`src/soke_pkg.sv`:
```
// Package for the steering offset estimator: payload structs, codes, fixed
// point constants and saturating helpers. No dependencies.
`timescale 1ns / 1ps
`default_nettype none

package soke_pkg;

  localparam int unsigned Q_FRAC    = 32;
  localparam int unsigned MUL_CHUNK = 16;
  localparam int unsigned MUL_STEPS = 3;
  localparam int unsigned DVD_W     = 80;
  localparam int unsigned MAG_W     = 81;

  localparam logic signed [47:0] QMAX = 48'sh7FFF_FFFF_FFFF;
  localparam logic signed [47:0] QMIN = 48'sh8000_0000_0000;
  localparam logic [MAG_W-1:0] QMAX_MAG = 81'h7FFF_FFFF_FFFF;
  localparam logic [MAG_W-1:0] QMIN_MAG = 81'h8000_0000_0000;

  localparam logic [1:0] CMD_REPORT = 2'd0;
  localparam logic [1:0] CMD_MOTION = 2'd1;
  localparam logic [1:0] CMD_LOAD   = 2'd2;

  localparam logic [1:0] STAT_UPDATED  = 2'd0;
  localparam logic [1:0] STAT_SLOW     = 2'd1;
  localparam logic [1:0] STAT_NO_STEER = 2'd2;
  localparam logic [1:0] STAT_STEER_HI = 2'd3;

  localparam logic [46:0] RST_WHEEL_BASE   = 47'd12884901888;
  localparam logic [46:0] RST_MIN_VELOCITY = 47'd4294967296;
  localparam logic [46:0] RST_MAX_STEER    = 47'd429496729;
  localparam logic [46:0] RST_PROC_NOISE   = 47'd4295;
  localparam logic [46:0] RST_MEAS_NOISE   = 47'd42950;
  localparam logic [46:0] RST_DEN_FLOOR    = 47'd4295;
  localparam logic [46:0] RST_COV_FLOOR    = 47'd43;
  localparam logic [31:0] RST_SPAN         = 32'd5000000;

  typedef enum logic [2:0] {
    REG_WHEEL_BASE   = 3'd0,
    REG_MIN_VELOCITY = 3'd1,
    REG_MAX_STEER    = 3'd2,
    REG_PROC_NOISE   = 3'd3,
    REG_MEAS_NOISE   = 3'd4,
    REG_DEN_FLOOR    = 3'd5,
    REG_COV_FLOOR    = 3'd6,
    REG_SPAN         = 3'd7
  } cfg_reg_t;

  typedef enum logic [4:0] {
    ST_IDLE,
    ST_RPT_RD,
    ST_RPT_CHK,
    ST_RPT_WR,
    ST_PRN_RD,
    ST_PRN_CHK,
    ST_SRCH_RD,
    ST_SRCH_CHK,
    ST_WIN,
    ST_SUM_RD,
    ST_SUM_ACC,
    ST_MEAN,
    ST_GATE,
    ST_PHI,
    ST_Y,
    ST_PHI2,
    ST_DEN,
    ST_GMUL,
    ST_GDIV,
    ST_RES,
    ST_OFS,
    ST_PM1,
    ST_PM2,
    ST_PDIV,
    ST_OUT
  } state_t;

  typedef struct packed {
    logic [1:0]         command;
    logic [47:0]        stamp_us;
    logic signed [47:0] steer_angle;
    logic signed [47:0] velocity;
    logic signed [47:0] yaw_rate;
    logic signed [47:0] load_offset;
    logic [46:0]        load_covariance;
  } in_item_t;

  typedef struct packed {
    logic [1:0]         status;
    logic signed [47:0] offset;
    logic [46:0]        covariance;
    logic signed [47:0] gain;
    logic signed [47:0] residual;
    logic signed [47:0] used_steering;
    logic signed [47:0] echoed_velocity;
    logic signed [47:0] echoed_yaw_rate;
  } out_item_t;

  function automatic logic [47:0] magn48(input logic signed [47:0] v);
    logic [47:0] u;
    u = v;
    return u[47] ? (~u + 48'd1) : u;
  endfunction

  function automatic logic signed [47:0] sat_mag(input logic [MAG_W-1:0] m, input logic neg);
    logic [47:0] low;
    low = m[47:0];
    if (neg) begin
      if (m > QMIN_MAG) return QMIN;
      return ~low + 48'd1;
    end
    if (m > QMAX_MAG) return QMAX;
    return low;
  endfunction

  function automatic logic signed [47:0] sat_add48(input logic signed [47:0] a,
                                                   input logic signed [47:0] b);
    logic [48:0] s;
    s = {a[47], a} + {b[47], b};
    if (s[48] != s[47]) return s[48] ? QMIN : QMAX;
    return s[47:0];
  endfunction

  function automatic logic signed [47:0] sat_sub48(input logic signed [47:0] a,
                                                   input logic signed [47:0] b);
    logic [48:0] s;
    s = {a[47], a} - {b[47], b};
    if (s[48] != s[47]) return s[48] ? QMIN : QMAX;
    return s[47:0];
  endfunction

endpackage

`default_nettype wire

```
`src/soke_mul.sv`:
```
// Shared Q15.32 multiplier: 48 by 16 bit partial products accumulated in turn,
// then rounding and saturation. Depends on soke_pkg.
`timescale 1ns / 1ps
`default_nettype none

module soke_mul (
  input  wire                clk,
  input  wire                rst,
  input  wire                start,
  input  wire  signed [47:0] a,
  input  wire  signed [47:0] b,
  output logic               done,
  output logic signed [47:0] result
);

  localparam int unsigned CNT_W = $clog2(soke_pkg::MUL_STEPS);

  logic [47:0]      ma;
  logic [47:0]      mb;
  logic             neg;
  logic [95:0]      acc;
  logic [CNT_W-1:0] cnt;
  logic             running;
  logic             finishing;
  logic [63:0]      part;
  logic [96:0]      rnd;

  always_comb begin
    part = ma * mb[47 -: soke_pkg::MUL_CHUNK];
    rnd  = {1'b0, acc} + (97'd1 << (soke_pkg::Q_FRAC - 1));
  end

  always_ff @(posedge clk) begin
    if (rst) begin
      running   <= 1'b0;
      finishing <= 1'b0;
      done      <= 1'b0;
    end else begin
      done <= finishing;
      if (start) begin
        ma      <= soke_pkg::magn48(a);
        mb      <= soke_pkg::magn48(b);
        neg     <= a[47] ^ b[47];
        acc     <= '0;
        cnt     <= '0;
        running <= 1'b1;
      end else if (running) begin
        acc <= (acc << soke_pkg::MUL_CHUNK) + 96'(part);
        mb  <= mb << soke_pkg::MUL_CHUNK;
        cnt <= cnt + CNT_W'(1);
        if (cnt == CNT_W'(soke_pkg::MUL_STEPS - 1)) begin
          running   <= 1'b0;
          finishing <= 1'b1;
        end
      end
      if (finishing) begin
        finishing <= 1'b0;
        result    <= soke_pkg::sat_mag(81'(rnd[96:soke_pkg::Q_FRAC]), neg);
      end
    end
  end

endmodule

`default_nettype wire

```
`config.mk`:
```
export PLATFORM = sky130hd
export DESIGN_NAME = soke_mul
export DESIGN_NICKNAME = d
export VERILOG_FILES = /design/src/soke_pkg.sv /design/src/soke_mul.sv
export SDC_FILE = /design/constraint.sdc
export NUM_CORES = 2
export LEC_CHECK = 0
export ABC_AREA = 1
export BUFFER_PORTS_ARGS = -buffer_cell sky130_fd_sc_hd__buf_4
export CORE_MARGIN = 3
export CORE_UTILIZATION = 58
export DETAILED_ROUTE_END_ITERATION = 8
export GPL_TIMING_DRIVEN = 0
export PLACE_DENSITY_LB_ADDON = 0.2
export REMOVE_ABC_BUFFERS = 1
export SYNTH_ARGS = -nofsm -noshare
export SYNTH_HDL_FRONTEND = slang
export SYNTH_SLANG_ARGS = --single-unit
```
`constraint.sdc`:
```
create_clock -name clk -period 18.8 [get_ports clk]
set_input_delay 3.76 -clock clk [delete_from_list [all_inputs] [get_ports clk]]
set_output_delay 3.76 -clock clk [all_outputs]
set_load 0.01 [all_outputs]
```
==> results.py <==
metrics = {
    "layout": {
        "drive_gt1_frac": 0.0555,
        "antenna_cells": 0,
        "layout.nets": 6977,
        "layoutNonFillerInstCount": 7024,
        "fill_cells": 6683,
        "synthToLayoutAreaGrowth_pct": 8.45,
    },
    "synth": {
        "synthesis.area_per_instance_sq_um": 7.30,
        "post_synth_num_cell_types": 50,
        "synth.largest_area_cell": "sky130_fd_sc_hd__fa_1",
        "synth_flop_cell": "sky130_fd_sc_hd__edfxtp_1",
        "netlist_top_cells_area": "sky130_fd_sc_hd__fa_1 (31%), sky130_fd_sc_hd__edfxtp_1 (17%), sky130_fd_sc_hd__nand2_1 (14%)",
        "syn-instance-count": 6029,
        "synthesis.area_sq_mm": 0.0440,
        "synth-async-reset-ratio": 0,
        "synth_top_area_frac": 0.314,
        "yosysWarningCount": 0,
        "synth_edf_count": 243,
        "seq_area_frac_synth": 0.167,
        "flops_latches_synth": 246,
    },
    "sta": {
        "max_slew.worst_pin.slew_ns": 0.984,
        "setup_tns_ns": 0,
        "timing.fmax_ghz": 0.132,
        "final_count_of_pins_violating_max_slew": 0,
        "worst_clock_skew_ns": 0.0383,
        "timing.max_slew.rel_slack": 0.342,
        "post-route-min-period_ns": 7.55,
        "timing_hold_violations_final": 0,
        "final_min_period_over_clock_period": 0.402,
        "rsz0062_at_grt": "false",
        "setup-violations-final": 0,
        "hold_slack_ns": 0.499,
    },
    "critical_path": {
        "cp_num_buf_inv": 8,
        "critPathTopFamily": "adder cells",
        "endpoint_required_time_on_the_critical_path_ns": 19.13,
        "critical_path_peak_fanout": 23,
        "startpoint_type": "flop",
        "critical_path_arrival_ns": 7.88,
        "endpoint_kind_of_the_worst_setup_timing_path": "flop",
        "criticalPathCategory": "reg -> reg",
        "cpPeakStageDelay_ns": 0.63,
        "cp_slowest_cell": "sky130_fd_sc_hd__edfxtp_1",
    },
    "cts": {
        "tritoncts": "built",
        "cts-root-to-sink-buffers": 3,
        "cts-htree-levels": 2,
        "cts_sink_count": 246,
        "clock_latency_late_sink_ns": 0.59,
        "cts_post_setup_buffers_inserted": 0,
        "clock_buffers_created_by_tritoncts": 35,
        "clk_root_buffer_cell": "sky130_fd_sc_hd__clkbuf_16",
        "post_cts.resized_instances": 0,
        "cts_hold_buffers": 0,
        "clkTransAtPathRegs_ns": 0.06,
    },
    "global_route": {
        "grt_pass1_vias": 40000,
        "grt_start_max_net_pins": 70,
        "initial_antenna_violation_count": 0,
        "grt_util_all_layers": 0.353,
        "gr-total-overflow": 0,
        "grt_pass1_wl_mm": 217,
    },
    "place": {
        "hpwlAfterDp_mm": 112,
        "count_of_input_and_output_buffers": 147,
        "dp_cell_count": 6962,
        "place_congestion": 0.991,
    },
    "routing": {
        "dr.pass1.iters": 6,
        "routed-via-count": 39000,
        "detail_route.drc_violations": 0,
        "routed_via_density": 5.55,
        "route.antenna.remaining_nets": 0,
        "avgRoutedWirePerCell_um": 19.3,
        "detailedRoute.firstIterationViolations": 3011,
        "wirelength_mm": 136,
    },
    "floorplan": {
        "initial_core_util": 0.588,
        "std_cell_rows": 100,
        "design.die.area_sq_mm": 0.0792,
        "fp.coreArea_sq_mm": 0.0748,
        "die_h_um": 281,
        "die-width_um": 281,
        "design.portCount": 148,
    },
    "hold_path": {
        "min-delay-path-class": "reg -> reg",
    },
    "status": {
        "outcome": "complete, no violations",
    },
    "run": {
        "maximum_capacitance_violations": 0,
    },
}
[final cells by class]
type / instances / area (sq um) / area share
Clock inverter: 23 / 292 / 0.00611
Multi-Input combinational cell: 4110 / 30300 / 0.635
Clock buffer: 39 / 891 / 0.0187
Timing Repair Buffer: 190 / 2210 / 0.0464
Sequential cell: 246 / 7360 / 0.154
Inverter: 1447 / 5430 / 0.114
Tap cell: 969 / 1210 / 0.0254
[metrics by stage]
step	instance area, sq um	util	worst slack, ns
after floorplan	43100	-	6.16
after global placement	45400	0.607	-1.55
after detailed placement	46500	0.622	11.37
after CTS	47700	0.638	11.33
after global routing	47700	0.638	10.96
final	47700	0.638	11.25
[cell usage in the layout, fill, tap and decap left out, types with 21 or more instances in the layout]
| cell | synthesis | layout |
|---|---|---|
| sky130_fd_sc_hd__o21bai_1 | 26 | 26 |
| sky130_fd_sc_hd__xnor2_1 | 22 | 22 |
| sky130_fd_sc_hd__fa_1 | 690 | 690 |
| sky130_fd_sc_hd__inv_1 | 1444 | 1442 |
| sky130_fd_sc_hd__nor2_1 | 532 | 530 |
| sky130_fd_sc_hd__buf_16 | 0 | 35 |
| sky130_fd_sc_hd__edfxtp_1 | 243 | 243 |
| sky130_fd_sc_hd__clkbuf_16 | 0 | 35 |
| sky130_fd_sc_hd__nor2_2 | 31 | 31 |
| sky130_fd_sc_hd__ha_1 | 158 | 158 |
| sky130_fd_sc_hd__buf_4 | 3 | 147 |
| sky130_fd_sc_hd__nand2_1 | 1644 | 1644 |
| sky130_fd_sc_hd__nand4_1 | 59 | 59 |
| sky130_fd_sc_hd__nor4_1 | 29 | 29 |
| sky130_fd_sc_hd__nand2_2 | 21 | 21 |
| sky130_fd_sc_hd__nand3_1 | 213 | 213 |
| sky130_fd_sc_hd__xor2_1 | 54 | 54 |
| sky130_fd_sc_hd__o21ai_0 | 211 | 211 |
| sky130_fd_sc_hd__nor3_1 | 52 | 52 |
| sky130_fd_sc_hd__a21oi_1 | 234 | 233 |
[Yosys cell counts, types with 13 or more instances]
cell,number
sky130_fd_sc_hd__nand2_1,1644
sky130_fd_sc_hd__inv_1,1444
sky130_fd_sc_hd__fa_1,690
sky130_fd_sc_hd__nor2_1,532
sky130_fd_sc_hd__edfxtp_1,243
sky130_fd_sc_hd__a21oi_1,234
sky130_fd_sc_hd__nand3_1,213
sky130_fd_sc_hd__o21ai_0,211
sky130_fd_sc_hd__clkbuf_1,197
sky130_fd_sc_hd__ha_1,158
sky130_fd_sc_hd__nand4_1,59
sky130_fd_sc_hd__xor2_1,54
sky130_fd_sc_hd__nor3_1,52
sky130_fd_sc_hd__nor2_2,31
sky130_fd_sc_hd__nor4_1,29
sky130_fd_sc_hd__o21bai_1,26
sky130_fd_sc_hd__xnor2_1,22
sky130_fd_sc_hd__nand2_2,21
sky130_fd_sc_hd__a31oi_1,19
sky130_fd_sc_hd__o21a_1,19
sky130_fd_sc_hd__buf_1,14
sky130_fd_sc_hd__nor2_4,13
[logic make-up after synthesis]
logic type	Yosys count	synth area share
and+or+nand+nor	2635	0.246
buffers and inverters	1673	0.144
adders and majority gates	848	0.359
AOI/OAI and AO/OA	551	0.0682
DFF	246	0.167
xor gates and xnor gates	76	0.0151
[registers in the layout, indices dropped and copies added, names as in the netlist]
signal and flops:
finishing 1, mb 48, cnt 2, acc 96
done 1, running 1, ma 48, result 48
neg 1
[worst reg2reg max path, cell delays in order (launching register included)]
cell and delay [ns]:
sky130_fd_sc_hd__edfxtp_1 0.63, sky130_fd_sc_hd__buf_16 0.27, sky130_fd_sc_hd__buf_16 0.21, sky130_fd_sc_hd__nand2_1 0.07
sky130_fd_sc_hd__inv_1 0.07, sky130_fd_sc_hd__fa_1 0.52, sky130_fd_sc_hd__fa_1 0.53, sky130_fd_sc_hd__fa_1 0.54
sky130_fd_sc_hd__fa_1 0.55, sky130_fd_sc_hd__fa_1 0.56, sky130_fd_sc_hd__inv_1 0.06, sky130_fd_sc_hd__fa_1 0.54
sky130_fd_sc_hd__inv_1 0.04, sky130_fd_sc_hd__ha_1 0.39, sky130_fd_sc_hd__nand2_1 0.15, sky130_fd_sc_hd__nor2_1 0.13
sky130_fd_sc_hd__inv_1 0.11, sky130_fd_sc_hd__nor2_1 0.16, sky130_fd_sc_hd__inv_1 0.10, sky130_fd_sc_hd__nor2_1 0.14
sky130_fd_sc_hd__inv_1 0.10, sky130_fd_sc_hd__nor4_1 0.56, sky130_fd_sc_hd__a21oi_1 0.24, sky130_fd_sc_hd__o21bai_1 0.35
sky130_fd_sc_hd__a21oi_1 0.12, sky130_fd_sc_hd__o21a_1 0.17
[metal layers]
layer,global-route usage,vias to the layer above,wire length (um)
li1,-,18000,-
met1,0.477,18900,55800
met2,0.576,1769,63100
met3,0.0557,316,11300
met4,0.138,0,5690
met5,0,-,0
[worst paths after layout]
path	end	slack, ns	startpoint	depth (start not counted)
setup / recovery	acc[61]	11.25	mb[47]	25
setup reg to reg	acc[61]	11.25	mb[47]	25
hold / removal	done	0.50	finishing	2
hold reg to reg	done	0.50	finishing	2
Power is left out: the tool's default activity adds up to more than one toggle a clock period on the data nets, which glitch-free logic cannot reach.
