==> src/soke_pkg.sv <==
// Package for the steering offset estimator: payload structs, codes, fixed
// point constants and saturating helpers. No dependencies.
`timescale 1ns / 1ps
`default_nettype none

package soke_pkg;

  localparam int unsigned Q_FRAC    = 32;
  localparam int unsigned MUL_CHUNK = 16;
  localparam int unsigned MUL_STEPS = 3;
  localparam int unsigned DVD_W     = 80;
  localparam int unsigned MAG_W     = 81;

  localparam logic signed [47:0] QMAX = 48'sh7FFF_FFFF_FFFF;
  localparam logic signed [47:0] QMIN = 48'sh8000_0000_0000;
  localparam logic [MAG_W-1:0] QMAX_MAG = 81'h7FFF_FFFF_FFFF;
  localparam logic [MAG_W-1:0] QMIN_MAG = 81'h8000_0000_0000;

  localparam logic [1:0] CMD_REPORT = 2'd0;
  localparam logic [1:0] CMD_MOTION = 2'd1;
  localparam logic [1:0] CMD_LOAD   = 2'd2;

  localparam logic [1:0] STAT_UPDATED  = 2'd0;
  localparam logic [1:0] STAT_SLOW     = 2'd1;
  localparam logic [1:0] STAT_NO_STEER = 2'd2;
  localparam logic [1:0] STAT_STEER_HI = 2'd3;

  localparam logic [46:0] RST_WHEEL_BASE   = 47'd12884901888;
  localparam logic [46:0] RST_MIN_VELOCITY = 47'd4294967296;
  localparam logic [46:0] RST_MAX_STEER    = 47'd429496729;
  localparam logic [46:0] RST_PROC_NOISE   = 47'd4295;
  localparam logic [46:0] RST_MEAS_NOISE   = 47'd42950;
  localparam logic [46:0] RST_DEN_FLOOR    = 47'd4295;
  localparam logic [46:0] RST_COV_FLOOR    = 47'd43;
  localparam logic [31:0] RST_SPAN         = 32'd5000000;

  typedef enum logic [2:0] {
    REG_WHEEL_BASE   = 3'd0,
    REG_MIN_VELOCITY = 3'd1,
    REG_MAX_STEER    = 3'd2,
    REG_PROC_NOISE   = 3'd3,
    REG_MEAS_NOISE   = 3'd4,
    REG_DEN_FLOOR    = 3'd5,
    REG_COV_FLOOR    = 3'd6,
    REG_SPAN         = 3'd7
  } cfg_reg_t;

  typedef enum logic [4:0] {
    ST_IDLE,
    ST_RPT_RD,
    ST_RPT_CHK,
    ST_RPT_WR,
    ST_PRN_RD,
    ST_PRN_CHK,
    ST_SRCH_RD,
    ST_SRCH_CHK,
    ST_WIN,
    ST_SUM_RD,
    ST_SUM_ACC,
    ST_MEAN,
    ST_GATE,
    ST_PHI,
    ST_Y,
    ST_PHI2,
    ST_DEN,
    ST_GMUL,
    ST_GDIV,
    ST_RES,
    ST_OFS,
    ST_PM1,
    ST_PM2,
    ST_PDIV,
    ST_OUT
  } state_t;

  typedef struct packed {
    logic [1:0]         command;
    logic [47:0]        stamp_us;
    logic signed [47:0] steer_angle;
    logic signed [47:0] velocity;
    logic signed [47:0] yaw_rate;
    logic signed [47:0] load_offset;
    logic [46:0]        load_covariance;
  } in_item_t;

  typedef struct packed {
    logic [1:0]         status;
    logic signed [47:0] offset;
    logic [46:0]        covariance;
    logic signed [47:0] gain;
    logic signed [47:0] residual;
    logic signed [47:0] used_steering;
    logic signed [47:0] echoed_velocity;
    logic signed [47:0] echoed_yaw_rate;
  } out_item_t;

  function automatic logic [47:0] magn48(input logic signed [47:0] v);
    logic [47:0] u;
    u = v;
    return u[47] ? (~u + 48'd1) : u;
  endfunction

  function automatic logic signed [47:0] sat_mag(input logic [MAG_W-1:0] m, input logic neg);
    logic [47:0] low;
    low = m[47:0];
    if (neg) begin
      if (m > QMIN_MAG) return QMIN;
      return ~low + 48'd1;
    end
    if (m > QMAX_MAG) return QMAX;
    return low;
  endfunction

  function automatic logic signed [47:0] sat_add48(input logic signed [47:0] a,
                                                   input logic signed [47:0] b);
    logic [48:0] s;
    s = {a[47], a} + {b[47], b};
    if (s[48] != s[47]) return s[48] ? QMIN : QMAX;
    return s[47:0];
  endfunction

  function automatic logic signed [47:0] sat_sub48(input logic signed [47:0] a,
                                                   input logic signed [47:0] b);
    logic [48:0] s;
    s = {a[47], a} - {b[47], b};
    if (s[48] != s[47]) return s[48] ? QMIN : QMAX;
    return s[47:0];
  endfunction

endpackage

`default_nettype wire

==> src/soke_div.sv <==
// Shared restoring divider, one quotient bit per cycle over an 80 bit
// dividend, with optional round half up. Depends on soke_pkg.
`timescale 1ns / 1ps
`default_nettype none

module soke_div (
  input  wire                              clk,
  input  wire                              rst,
  input  wire                              start,
  input  wire  [soke_pkg::DVD_W-1:0]       dividend,
  input  wire  [47:0]                      divisor,
  input  wire                              round_en,
  output logic                             done,
  output logic [soke_pkg::MAG_W-1:0]       quotient
);

  localparam int unsigned CNT_W = $clog2(soke_pkg::DVD_W);

  logic [soke_pkg::DVD_W-1:0] dvd;
  logic [soke_pkg::DVD_W-1:0] q;
  logic [48:0]                r;
  logic [47:0]                d;
  logic [CNT_W-1:0]           cnt;
  logic                       rnd;
  logic                       running;
  logic                       finishing;
  logic [48:0]                rs;
  logic                       ge;
  logic                       up;

  always_comb begin
    rs = {r[47:0], dvd[soke_pkg::DVD_W-1]};
    ge = rs >= {1'b0, d};
    up = rnd && ({r[47:0], 1'b0} >= {1'b0, d});
  end

  always_ff @(posedge clk) begin
    if (rst) begin
      running   <= 1'b0;
      finishing <= 1'b0;
      done      <= 1'b0;
    end else begin
      done <= finishing;
      if (start) begin
        dvd     <= dividend;
        d       <= divisor;
        rnd     <= round_en;
        r       <= '0;
        q       <= '0;
        cnt     <= '0;
        running <= 1'b1;
      end else if (running) begin
        r   <= ge ? (rs - {1'b0, d}) : rs;
        q   <= {q[soke_pkg::DVD_W-2:0], ge};
        dvd <= dvd << 1;
        cnt <= cnt + CNT_W'(1);
        if (cnt == CNT_W'(soke_pkg::DVD_W - 1)) begin
          running   <= 1'b0;
          finishing <= 1'b1;
        end
      end
      if (finishing) begin
        finishing <= 1'b0;
        quotient  <= {1'b0, q} + soke_pkg::MAG_W'(up);
      end
    end
  end

endmodule

`default_nettype wire

==> config.mk <==
export PLATFORM = sky130hd
export DESIGN_NAME = soke_div
export DESIGN_NICKNAME = d
export VERILOG_FILES = /design/src/soke_pkg.sv /design/src/soke_div.sv
export SDC_FILE = /design/constraint.sdc
export NUM_CORES = 1
export LEC_CHECK = 0
export BUFFER_PORTS_ARGS = -buffer_cell sky130_fd_sc_hd__buf_2
export CAP_MARGIN = 20
export CELL_PAD_IN_SITES_DETAIL_PLACEMENT = 1
export CELL_PAD_IN_SITES_GLOBAL_PLACEMENT = 1
export CORE_MARGIN = 2
export CORE_UTILIZATION = 43
export DETAILED_ROUTE_END_ITERATION = 7
export PLACE_DENSITY = 0.81
export SLEW_MARGIN = 30
export SYNTH_ARGS = -nofsm -noshare
export SYNTH_HDL_FRONTEND = slang
export SYNTH_SLANG_ARGS = --single-unit
==> constraint.sdc <==
create_clock -name clk -period 11.1 [get_ports clk]
set_input_delay 1.665 -clock clk [delete_from_list [all_inputs] [get_ports clk]]
set_output_delay 1.665 -clock clk [all_outputs]
set_load 0.02 [all_outputs]
==> results.md, run 1 <==
- Max Buffers Root-to-Sink: 3
- Via density: 5.33
- Fin Clk Skew: 0.0220 ns
- Mapped Cells: 1,397
- Clk_lat worst skew: 0.57 ns
- Std-Cell Rows: 73
- Total CTS buffers: 39
- Io pins: 214
- Layout area overhead: 15.6%
- Worst VDD drop: 0.102 mV
- Global-route wire length before repair: 65,000 um
- First drt pass iteration count: 5
- Die area: 42,000 um2
- Tmin final: 5.40 ns
- Final Hold Viols: 0
- IO Port Bufs: 213
- Worst-margin pin slew: 0.935 ns
- Sequential area share after synthesis: 60.0%
- Number of global-route vias before repair: 12,200
- Detail Placement HPWL: 28,400 um
- Setup violations, final: 0
- Syn_area_per_cell: 12.4 um2
- Root Buffer: clkbuf_16
- Max_cap viols: 0
- Synth area leaders: edfxtp_1 (60%), mux2_2 (5.1%), xnor2_1 (4.3%)
- CTS tree: yes
- Crit path DAT: 5.71 ns
- Yosys cell types: 59
- DR WL/cell: 18.9 um
- Final Core Density: 50.5%
- Setup ws final: 5.70 ns
- Mapped Nets: 1,581
- Cell taking the most area after synthesis: edfxtp_1
- Worst EP required: 11.41 ns
- Startpoint Class: flop
- Synth top area share: 59.6%
- DRT Wirelength: 40,900 um
- Global route overflow: 0
- Die Ht: 205 um
- All-layer global routing usage: 19.6%
- Drt initial violations: 650
- #FFs+latches synth: 348
- Fin crit share: 48.6%
- Fraction of layout cells with a size suffix above 1: 22.3%
- Post-CTS Setup Inserts: 0
- Ys async rst share: 0%
- Fmax: 185 MHz
- Critical path type: reg -> reg
- Ys flop type: edfxtp_1
- Slew Viols, Final: 0
- Gpl congestion: 0.880
- H-tree depth: 2
- PD cells: 164 nW/um2
- Worst min path class: reg -> reg
- Clk sinks: 348
- Post-route DRC violation count: 0
- DIE WIDTH: 205 um
- Antenna-violating nets left: 0
- Final #Nets: 1,788
- Synth Warn #: 0
- Cell Area, Placed: 18,900 um2
- Max-slew headroom: 37.7%
- RSZ-0062 raised after global routing: no
- TNS Setup: 0 ns
- CP Max Fanout: 9
- Design area: 20,100 um2
- Largest net degree at the start of global routing: 89
- Antenna violations before repair: 4
- Element type at the critical path end: flop
- CTS clk-pin slew, worst paths: 0.06 ns
- Post_cts resized: 0
- Vias: 11,500
- Leak: 7.56 nW
- Run status: complete, no violations
- Hold_buf cts: 0
- Cell Area, Synth: 17,400 um2
- Number of flops mapped to enable cells by yosys: 345
- Core ar.: 39,800 um2
- Starting density of the core: 43.6%
- Pre-CTS WS: 5.83 ns
-- cell usage after synthesis, drive strengths merged, types with 40 or more instances --
cell type / instances
a21oi: 63
clkbuf: 40
edfxtp: 345
ha: 51
inv: 71
mux2: 79
nand2: 79
nand3: 53
nor2: 111
nor2b: 84
o21ai: 44
xnor2: 86
-- sequential cells by signal, indices dropped and copies added (netlist names) --
name       count
cnt            7
d             48
done           1
dvd           80
finishing      1
q             80
quotient      81
r             48
rnd            1
running        1
-- area by class of cell --
class | count | area (um2)
fillers | 4231 | 19700
flip-flops and latches | 348 | 10400
multi-input cells | 923 | 6450
repair buffers | 221 | 1140
clock buffers | 47 | 1010
well taps | 525 | 657
inverters | 71 | 267
clock inverters | 22 | 141
diodes | 4 | 10.0
-- cells by family after synthesis --
| family | synth area share [%] |
|---|---|
| simple gates | 12.8 |
| flops | 60.0 |
| compound gates | 7.55 |
| buf+inv | 3.07 |
| xor+xnor | 6.10 |
| mux | 6.73 |
| fa+ha+maj | 3.79 |
-- worst max-delay path, stage by stage (launching register included) --
cell and delay (ns):
edfxtp_1 0.39, ha_1 0.49, nand3_1 0.12, nor3_1 0.23
and3_1 0.27, nand3_1 0.11, nor4_1 0.42, a21oi_1 0.13
a21boi_0 0.42, ha_1 0.28, ha_1 0.22, nand2_1 0.10
nor3_1 0.39, nand2_1 0.23, nor2_1 0.43, and2_1 0.26
nor2b_1 0.32, nand3_1 0.16, xnor2_1 0.15
-- cell usage in the layout, fill, tap and decap left out, types with 4 or more instances in the layout --
cell	Yosys	routed
a311oi_1	4	4
edfxtp_1	345	345
buf_2	6	212
a31oi_1	6	6
nor2_1	110	108
mux2_2	79	79
o21a_1	10	10
nand2_1	79	79
buf_6	7	4
clkbuf_1	40	8
o21bai_1	11	11
clkinv_2	0	7
diode_2	0	4
or3_1	7	7
a211oi_1	20	20
o211ai_1	7	7
and4_1	11	11
ha_1	51	51
a21oi_1	62	62
inv_1	71	71
clkinv_1	0	9
xnor2_1	86	86
a21o_1	14	14
nand4_1	33	33
nor3b_1	7	7
clkbuf_16	0	39
nand3_1	53	53
o221ai_1	4	4
buf_4	0	5
nor4_1	4	4
and2_1	12	12
o21ai_0	44	44
mux2i_1	28	28
xor2_1	35	35
nor3_1	13	13
and3_1	15	15
nor2b_1	84	83
-- per-stage QoR --
stage	hold slack [ns]	std cells	total power [mW]
floorplan	0.453	1397	1.99
global placement	0.474	2088	2.10
detailed placement	0.490	2088	2.12
CTS	0.499	2157	3.33
global route	0.530	2161	3.44
finish	0.497	2161	3.30
-- path summary, 6_finish.rpt --
kind	startpoint	end	slack (ns)	cells past startpoint
setup / recovery	r[31]	quotient[50]	5.70	18
hold / removal	finishing	done	0.50	1
setup reg to reg	r[31]	quotient[50]	5.70	18
hold reg to reg	finishing	done	0.50	1
-- per-layer routing --
layer	track usage, %	part of all wire [%]
met1	25.0	44
met2	33.3	50
met3	2.74	3.4
met4	8.30	3.0
met5	0	0
-- report_power, final --
group          switching, mW  internal (mW)
combinational          0.305          0.210
clock                  0.542          0.654
sequential            0.0435           1.54
No activity file was read; power rests on OpenSTA's default activity.
==> inputs of run 2 (changes only) <==
--- a/config.mk
+++ b/config.mk
@@ -5,14 +5,15 @@
 export SDC_FILE = /design/constraint.sdc
 export NUM_CORES = 1
 export LEC_CHECK = 0
+export ABC_AREA = 1
 export BUFFER_PORTS_ARGS = -buffer_cell sky130_fd_sc_hd__buf_2
 export CAP_MARGIN = 20
 export CELL_PAD_IN_SITES_DETAIL_PLACEMENT = 1
 export CELL_PAD_IN_SITES_GLOBAL_PLACEMENT = 1
 export CORE_MARGIN = 2
-export CORE_UTILIZATION = 43
+export CORE_UTILIZATION = 41
 export DETAILED_ROUTE_END_ITERATION = 7
-export PLACE_DENSITY = 0.81
+export PLACE_DENSITY = 0.82
 export SLEW_MARGIN = 30
 export SYNTH_ARGS = -nofsm -noshare
 export SYNTH_HDL_FRONTEND = slang
==> constraint.sdc (replaced) <==
create_clock -name clk -period 4.76 [get_ports clk]
set_input_delay 0.714 -clock clk [delete_from_list [all_inputs] [get_ports clk]]
set_output_delay 0.714 -clock clk [all_outputs]
set_load 0.02 [all_outputs]
==> run 2 against run 1 <==
Worst hold slack lost 0.19 ns. Clock-buffer cell count grew 6. Flip-flop and latch count is the same. Final cell count grew 51%. Via count grew 45%. Sequential share of layout area shrank 6.7 points. Clock skew grew 0.010 ns. Global-route usage grew 4.0 points. Critical endpoint is now quotient[54].
==> results.md, run 2 <==
- Element type at the critical path end: flop
- Critical Path, Cell by Cell: ha_1 > nand2_1 > nor2_1 > nand2_1 > o311ai_0 > nand2_1 > a21boi_0 > ha_1 > ha_1 > nand2_2 > nor2_4 > nand2_2 > nor2_4 > nand3_4 > nor3b_2 > nand3_1 > xor2_1
- CTS clk-pin slew, worst paths: 0.07 ns (about the same)
- DIE WIDTH: 225 um (+9.6%)
- Tot Pwr: 8.47 mW (+160%)
- Antenna-violating nets left: 0 (unchanged)
- Max_cap viols: 0 (unchanged)
- Ys async rst share: 0% (unchanged)
- Antenna violations before repair: 2 (-2)
- Sequential area share after synthesis: 52.2% (-7.8 points)
- FF-to-FF setup slack: 0.45 ns (-5.25 ns)
- Die Ht: 225 um (+9.6%)
- Root Buffer: clkbuf_16
- Drt initial violations: 1,115 (+72%)
- Post-Synth Simple-Gate Area: 29.0% (+16 points)
- Startpoint Class: flop
- Commonest non-fill, non-tap cell in the layout: nand2_1
- Critical path's slowest cell: edfxtp_1
- Worst VDD drop: 0.227 mV (+120%)
- Cell Area, Synth: 20,000 um2 (+15%)
- Reg-to-reg critical path startpoint: r[6]
- Tmin final: 4.31 ns (-1.09 ns)
- Fraction of layout cells with a size suffix above 1: 13.5% (-8.8 points)
- Die area: 50,500 um2 (+20%)
- Cell Area, Placed: 21,700 um2 (+15%)
- Post-synthesis compound-gate area fraction: 2.09% (-5.5 points)
- Fin crit share: 90.6% (+42 points)
- DR WL/cell: 18.2 um (-3.7%)
- Crit path DAT: 4.61 ns (-1.10 ns)
- Core ar.: 47,900 um2 (+20%)
- Worst r2r path cells: 17 (-1)
- Worst EP required: 5.06 ns (-6.35 ns)
- Number of flops mapped to enable cells by yosys: 345 (unchanged)
- Worst min path class: in -> reg
- Critical path type: reg -> reg
- Total CTS buffers: 41 (+5.1%)
- IO Port Bufs: 213 (unchanged)
- Largest stage delay, worst path: 0.39 ns (-0.10 ns)
- Gpl congestion: 0.939 (+6.8%)
- PD cells: 367 nW/um2 (+120%)
- Vias: 16,700 (+45%)
- Final Hold Viols: 0 (unchanged)
- Placed cells: 3,198 (+53%)
- Post-synthesis xor/xnor area fraction: 4.43% (-1.7 points)
- Worst setup path startpoint: r[6]
- Cell taking the most area after synthesis: edfxtp_1
- CTS tree: yes
- Top Registers: quotient: 81 flops, dvd: 80 flops, q: 80 flops
- Hold_buf cts: 0 (unchanged)
- Mapped Nets: 2,585 (+64%)
- Synth area leaders: edfxtp_1 (52%), nand2_1 (15%), inv_1 (7.8%)
- Slew Viols, Final: 0 (unchanged)
- Worst-margin pin slew: 0.928 ns (-0.00746 ns)
- First drt pass iteration count: 5 (unchanged)
- Io pins: 214 (unchanged)
- Yosys cell types: 47 (-20%)
- Detail Placement HPWL: 45,400 um (+60%)
- Hold Path Cell Cnt: 1 (unchanged)
- Synth Warn #: 0 (unchanged)
- Layout area overhead: 15.7% (about the same)
- Global-route wire length before repair: 93,500 um (+44%)
- Post-route DRC violation count: 0 (unchanged)
- Max-slew headroom: 38.2% (+0.50 points)
- Std-Cell Rows: 80 (+9.6%)
- Post-synthesis adder-cell area fraction: 3.30% (-0.49 points)
- Leak: 10.7 nW (+42%)
- Synth top area share: 51.9% (-7.7 points)
- Most common cell in the netlist: nand2_1
- CP Max Fanout: 5 (-4)
- Fmax: 232 MHz (+25%)
- Max Buffers Root-to-Sink: 3 (unchanged)
- WHS Endpoint: d[23]
- Worst Hold Launch: divisor[23]
- RSZ-0062 raised after global routing: no
- Post_cts resized: 0 (unchanged)
- Critical R2R Capture: quotient[54]
- Via density: 5.09 (-4.6%)
- Mapped Cells: 2,401 (+72%)
- Ys flop type: edfxtp_1
- H-tree depth: 2 (unchanged)
- Run status: complete, no violations
- Hold Slack: 0.311 ns (-0.186 ns)
- Combinational family with the most area after synthesis: simple AND/OR/NAND/NOR gates
- Final #Nets: 2,810 (+57%)
- Most frequent cells in the layout: nand2_1 (802), inv_1 (417), edfxtp_1 (345), nor2_1 (296), buf_2 (212)
- Number of global-route vias before repair: 17,300 (+41%)
- Clk sinks: 348 (unchanged)
- Largest register FFs: 81 (unchanged)
- Design area: 23,100 um2 (+15%)
- DRT Wirelength: 59,700 um (+46%)
- All-layer global routing usage: 23.5% (+4.0 points)
- Clk_lat worst skew: 0.58 ns (about the same)
- Commonest cells in the netlist: nand2_1 (802), inv_1 (417), edfxtp_1 (345)
- Post-Layout Cell Count: 3,273 (+51%)
- Global route overflow: 0 (unchanged)
- Post-synthesis mux area share: 0% (-6.7 points)
- Largest net degree at the start of global routing: 133 (+49%)
- #FFs+latches synth: 348 (unchanged)
- Fin Clk Skew: 0.0321 ns (+0.0101 ns)
- Setup violations, final: 0 (unchanged)
- Most flops, register: quotient
- Starting density of the core: 41.6% (-2.0 points)
- Post-CTS Setup Inserts: 0 (unchanged)
- Syn_area_per_cell: 8.31 um2 (-33%)
[run 2: cell count changes after synthesis, moves of 79 or more]
cell and delta:
xnor2_1 -84, nor2b_1 -84, nor2_1 +188, nand2_1 +723, inv_1 +346, mux2_2 -79
[run 2: cell type report]
| type | instances | area [um2] |
|---|---|---|
| Multi-Input combinational cell | 1584 | 7780 |
| Clock buffer | 53 | 1120 |
| Inverter | 428 | 1620 |
| Sequential cell | 348 | 10400 |
| Antenna cell | 1 | 2.50 |
| Fill cell | 5786 | 24900 |
| Clock inverter | 21 | 213 |
| Tap cell | 615 | 769 |
| Timing Repair Buffer | 223 | 1160 |
[run 2: cells by family after synthesis]
| kind of cell | Yosys count |
|---|---|
| buf+inv | 469 |
| flops | 348 |
| compound gates | 73 |
| fa+ha+maj | 52 |
| xor+xnor | 101 |
| simple gates | 1358 |
[run 2: worst max-delay path, delay by kind of cell, from the launching register on]
family | cells | cell delay [ns]
xor gates and xnor gates | 1 | 0.20
adders and majority gates | 3 | 0.87
DFF | 1 | 0.39
and+or+nand+nor | 11 | 1.97
AOI/OAI and AO/OA | 2 | 0.60
[run 2: metal layers]
layer  vias up  share of wire (%)  wire length (um)  global-route usage [%]
met5         -              0.045                27                       0
met4         4                2.9              1720                    8.03
met3       101                4.7              2790                    3.28
met2       400                 48             28400                    39.5
met1      8134                 45             26700                    31.3
li1       8015                  -                 -                       -
[run 2: worst max path at each step]
stage                    to  slack (ns)  cells past startpoint
2_1_floorplan        cnt[0]       -0.25                      4
3_3_place_gp   quotient[54]        0.52                     17
3_5_place_dp   quotient[54]        0.39                     17
4_1_cts        quotient[54]        0.38                     17
5_1_grt        quotient[64]        0.15                     19
6_report       quotient[54]        0.45                     17
[run 2: through the flow]
step | util (%) | setup TNS [ns] | worst slack (ns)
final | 48.2 | 0 | 0.449
after global routing | 48.2 | 0 | 0.147
after CTS | 48.1 | 0 | 0.380
after detailed placement | 45.4 | 0 | 0.388
after global placement | 45.4 | 0 | 0.519
after floorplan | - | -54.68 | -0.254
[run 2: power by group]
group / internal [mW] / switching (mW)
logic: 0.485 / 1.08
registers: 3.62 / 0.109
clock network: 1.84 / 1.33
total: 5.95 / 2.52
